## src/rtl/core/lc3_pkg.sv

```systemverilog
// ----------------------------------------------------------------------------
// LC-3 core package
// Shared types, constants and helper functions for the LC-3 instruction core.
// ----------------------------------------------------------------------------
package lc3_pkg;

    localparam int MEM_WORDS_DEF = 65536;

    localparam logic [15:0] PC_RESET   = 16'h3000;
    localparam logic [15:0] REG_RESET  = 16'h1234;
    localparam logic [15:0] MEM_RESET  = 16'hDDDD;
    localparam logic [15:0] PSR_RESET  = 16'h0002;
    localparam logic [7:0]  TRAP_OUT   = 8'h67;
    localparam logic [7:0]  TRAP_PSR   = 8'h68;
    localparam logic [7:0]  TRAP_HALT  = 8'h25;

    localparam logic [2:0] ST_OK     = 3'd0;
    localparam logic [2:0] ST_SHOW   = 3'd1;
    localparam logic [2:0] ST_PSR    = 3'd2;
    localparam logic [2:0] ST_HALTED = 3'd3;
    localparam logic [2:0] ST_PRIV   = 3'd4;
    localparam logic [2:0] ST_UNDEF  = 3'd5;

    localparam logic [3:0] OP_BR   = 4'h0;
    localparam logic [3:0] OP_ADD  = 4'h1;
    localparam logic [3:0] OP_LD   = 4'h2;
    localparam logic [3:0] OP_ST   = 4'h3;
    localparam logic [3:0] OP_JSR  = 4'h4;
    localparam logic [3:0] OP_AND  = 4'h5;
    localparam logic [3:0] OP_LDR  = 4'h6;
    localparam logic [3:0] OP_STR  = 4'h7;
    localparam logic [3:0] OP_RTI  = 4'h8;
    localparam logic [3:0] OP_NOT  = 4'h9;
    localparam logic [3:0] OP_LDI  = 4'hA;
    localparam logic [3:0] OP_STI  = 4'hB;
    localparam logic [3:0] OP_JMP  = 4'hC;
    localparam logic [3:0] OP_RES  = 4'hD;
    localparam logic [3:0] OP_LEA  = 4'hE;
    localparam logic [3:0] OP_TRAP = 4'hF;

    typedef enum logic [2:0] {
        S_CLEAR,
        S_IDLE,
        S_FETCH,
        S_EXEC,
        S_MEM1,
        S_MEM2,
        S_DONE
    } t_state;

    typedef enum logic [1:0] {
        ALU_ADD,
        ALU_AND,
        ALU_NOT,
        ALU_PASS
    } t_alu_op;

    function automatic logic [15:0] sext5(input logic [15:0] v);
        return {{11{v[4]}}, v[4:0]};
    endfunction

    function automatic logic [15:0] sext6(input logic [15:0] v);
        return {{10{v[5]}}, v[5:0]};
    endfunction

    function automatic logic [15:0] sext9(input logic [15:0] v);
        return {{7{v[8]}}, v[8:0]};
    endfunction

    function automatic logic [15:0] sext11(input logic [15:0] v);
        return {{5{v[10]}}, v[10:0]};
    endfunction

    function automatic logic [15:0] flags_of(input logic keep, input logic [15:0] v);
        logic [2:0] nzp;
        if (v[15]) begin
            nzp = 3'b100;
        end else if (v == 16'h0000) begin
            nzp = 3'b010;
        end else begin
            nzp = 3'b001;
        end
        return {keep, 12'h000, nzp};
    endfunction

endpackage

```

## src/rtl/core/lc3_alu.sv

```systemverilog
// ----------------------------------------------------------------------------
// LC-3 shared arithmetic unit
// One 16-bit add, and, not or pass unit used by every step of the sequencer.
// ----------------------------------------------------------------------------
module lc3_alu (
    input  lc3_pkg::t_alu_op i_op,
    input  logic [15:0]      i_a,
    input  logic [15:0]      i_b,
    output logic [15:0]      o_y
);

    always_comb begin
        case (i_op)
            lc3_pkg::ALU_ADD: o_y = i_a + i_b;
            lc3_pkg::ALU_AND: o_y = i_a & i_b;
            lc3_pkg::ALU_NOT: o_y = ~i_a;
            default:          o_y = i_a;
        endcase
    end

endmodule

```

## config.mk

```make
export PLATFORM = sky130hd
export DESIGN_NAME = lc3_alu
export DESIGN_NICKNAME = d
export VERILOG_FILES = /design/src/rtl/core/lc3_pkg.sv /design/src/rtl/core/lc3_alu.sv
export SDC_FILE = /design/constraint.sdc
export NUM_CORES = 1
export LEC_CHECK = 0
export BUFFER_PORTS_ARGS = -buffer_cell sky130_fd_sc_hd__buf_2
export CAP_MARGIN = 5
export CORE_AREA = 5 5 58 60
export DETAILED_ROUTE_END_ITERATION = 8
export DIE_AREA = 0 0 63 65
export GPL_ROUTABILITY_DRIVEN = 1
export PLACE_DENSITY = 0.9
export SLEW_MARGIN = 20
export SYNTH_ARGS = -nofsm -noshare
export SYNTH_HDL_FRONTEND = slang
export SYNTH_SLANG_ARGS = --single-unit
export TNS_END_PERCENT = 5
```

## constraint.sdc

```tcl
create_clock -name vclk -period 2.8
set_input_delay 0.56 -clock vclk [all_inputs]
set_output_delay 0.56 -clock vclk [all_outputs]
set_load 0.01 [all_outputs]
```

# After elaboration in Yosys (flattened, before gate mapping)
# Index checks and enable logic that the tools add are counted.
# totals
elab_cells	7
mem_bits_ro	0
latch_bits	0
regBits	0
in_bits	34
ram_bits	0
memories	0
# classes
magnitude_cmp	0
eq_ne	2
n_div	0
reduce_logical	1
n_shift	0
n_bitwise	2
mul	0
n_addsub	1
mux	1
# op_table
cell	n
one-hot mux 16 bit (3 select lines)	1
adder 16 bit	1
bitwise AND 16 bit	1
inverter 16 bit	1
== test 2 x 1 -> 1 bit, second input constant	1
== test 2 bit, second input constant	1
logical NOT 2 bit	1

# Longest topological paths before layout
# depth
depth_word	2
depth_mapped	9

# Worst setup path after synthesis
# Ideal clock, no wire load.
# synth_path
path_type	input port to output port
start	in i_a[0]
end	out o_y[14]
required_time_ps	2240
arrival_ps	2502
n_path_buf	0
cell_stages	9
path_slack_ps	-262
cell_sequence	ha_1 > inv_1 > fa_1 > nor2b_4 > o31a_4 > o31a_4 > a31oi_1 > mux2_1 > a221oi_2
# synth_between
elab_chain_cells	2
# synth_lines
item	line	text
from (decl)	lc3_alu.sv:7	input logic [15:0] i_a,
adder 16 bit	lc3_alu.sv:14	lc3_pkg::ALU_ADD: o_y = i_a + i_b;
one-hot mux 16 bit (3 select lines)	lc3_alu.sv:13	case (i_op)
to (decl)	lc3_alu.sv:9	output logic [15:0] o_y
# No other way between the ends.

# Final worst setup path
# Ends and elaborated chain as after synthesis.

==> results.toml <==
[status]
status = "complete, but fails checks"
violations = "setup timing"

[placed_design]
io_buffers = 50
post-place-ws_ns = -0.5370
dp_cells = 292
post-dp-hpwl_um = 3388
globalplace.congestion = 0.9054

[finish]
antennaDiodeCount = 0
clockBufferCount = 0
layout_commonest_cell = "buf_2"
seq_cells = 0
final_cells = 292
regArea_um2 = 0
layout-drive-gt1-share = 0.4749
synthToLayoutAreaGrowth_pct = 55.27
layout.nets = 312
final_cell_mix = "buf_2, buf_4, a21oi_1, xor2_1, nor2_1"

[route]
ant_nets = 0
wl_um = 4502
drt_iter0_drc = 98
dr.pass1.iters = 4
num_vias = 1734
drc = 0
wl_per_cell_um = 15.42
vias_per_cell = 5.938

[synthesis]
yosysUniqueCellTypes = 49
syn_area_um2 = 1270
ys_seq_area_frac = 0
ys_warn_count = 0
syn_nets = 224
netlist_instances = 173
avgSynthCellArea_um2 = 7.341

[global_routing]
overflow = 0
grt_usage = 0.2133
grt_pass1_wl_um = 7527
grt_max_degree = 31
grt_antenna_before_repair = 0
first_global_vias = 1729

[power_and_ir_drop]
power_frac_clock = 0
leakagePower_nw = 0.9479
p_per_area_nw_per_um2 = 226.2
p_sw_uw = 223.0
vdd_drop_max_mv = 0.1439
swShare = 0.5001
p_seq_frac = 0
combPwrFrac = 1.000
internal_power_uw = 223.0

[floorplanning]
ios = 50
rows = 20
start_util = 0.4413
die_h_um = 65
core_um2 = 2878
dieArea_um2 = 4095
fp.dieW_um = 63

[sta]
rsz0062_at_grt = "true"
worst_pin_slew_ns = 0.5354
finalHoldViolCount = 0
fmax_mhz = 317.8
relSlewSlack = 0.6418
fin_crit_sh = 1.124
setup_viol = 8
worst_slack_ns = -0.3462
fin_crit_ns = 3.146
drv_slew = 0

[critical_path]
path_common_cell = "o31a_4"
crit_path_end_kind = "output pin"
worstPathCellList = "buf_8, ha_4, inv_2, fa_2, nor2b_4, o31a_4, o31a_4, a31oi_4, mux2_4, a221oi_2, buf_2"
path_buf_inv = 3
worstPathArrival_ns = 2.59
cp_top_family = "compound AO/OA/AOI/OAI gates"
path_class = "in2out"
worst-path-max-fanout = 3
required_ns = 2.24
worstSetupStartpointType = "input port"
slowest_stage = "mux2_4"
cp_slowest_stage_delay_ns = 0.32

[job]
maxCapViolCount = 0

[hold_path]
hold_path_class = "in2out"

[clock_tree]
hold_buffers = 0
[per-stage QoR]
step / TNS [ns] / hold slack (ns) / util / instance area (um^2) / power (mW)
after detailed placement: -2.662 / 1.585 / 0.6357 / 1829 / 0.3980
after CTS: -0.9897 / 1.590 / 0.6765 / 1947 / 0.4270
final: -1.219 / 1.594 / 0.6852 / 1972 / 0.4460
after global routing: -1.871 / 1.617 / 0.6852 / 1972 / 0.4852
after global placement: -2.067 / 1.589 / 0.6357 / 1829 / 0.3832
after floorplan: -0.1994 / 1.332 / - / 1275 / 0.2401
[cell usage after synthesis (all sizes together) (3+ instances only)]
cell type / n / share of area
a21oi: 21 / 0.086
ha: 16 / 0.16
nor2: 15 / 0.044
xor2: 14 / 0.097
nand2: 12 / 0.035
o21ai: 11 / 0.043
a211oi: 8 / 0.047
xnor2: 8 / 0.055
a21o: 5 / 0.030
inv: 5 / 0.015
a221oi: 4 / 0.033
buf: 4 / 0.031
clkbuf: 4 / 0.023
mux2i: 4 / 0.032
nand3: 4 / 0.016
or3: 4 / 0.021
a31oi: 3 / 0.015
nor2b: 3 / 0.021
o21a: 3 / 0.019
[metal layers]
metal,up-vias,wire (um),share of wire,global-route usage
li1,832,-,-,-
met1,795,1701,0.38,0.2508
met2,91,2362,0.52,0.3974
met3,16,293,0.065,0.01733
met4,0,145,0.032,0.07692
met5,-,0,0,0
[power by group through the flow]
stage | combinational, mW | clock (mW) | sequential, mW
2_1_floorplan | 0.240 | 0 | 0
3_3_place_gp | 0.383 | 0 | 0
3_5_place_dp | 0.398 | 0 | 0
4_1_cts | 0.427 | 0 | 0
5_1_grt | 0.485 | 0 | 0
6_report | 0.446 | 0 | 0
[area by class of cell]
class | instances | area (um^2)
Multi-Input combinational cell | 160 | 1311
Tap cell | 33 | 41.29
Timing Repair Buffer | 94 | 600.6
Fill cell | 214 | 905.9
Inverter | 5 | 18.77
[final timing paths]
kind	start	to	slack, ns	cells after the start
min	i_a[14]	o_y[14]	1.59	4
max	i_a[0]	o_y[14]	-0.35	11
[timing repair]
item | CTS | global route
resized for setup | 21 | 5
endpoints found under the setup margin | 11 | 11
pin swaps | 10 | 0
setup buffers | 0 | 0
[logic make-up after synthesis]
logic type                 Yosys count  share of synthesized area
xor gates and xnor gates            22                     0.1517
adders and majority gates           17                     0.1734
and+or+nand+nor                     48                     0.1931
buffers and inverters               13                    0.06798
muxes                                5                    0.04039
AOI/OAI and AO/OA                   68                     0.3734
Note: power is estimated with default switching activity, not from simulation.
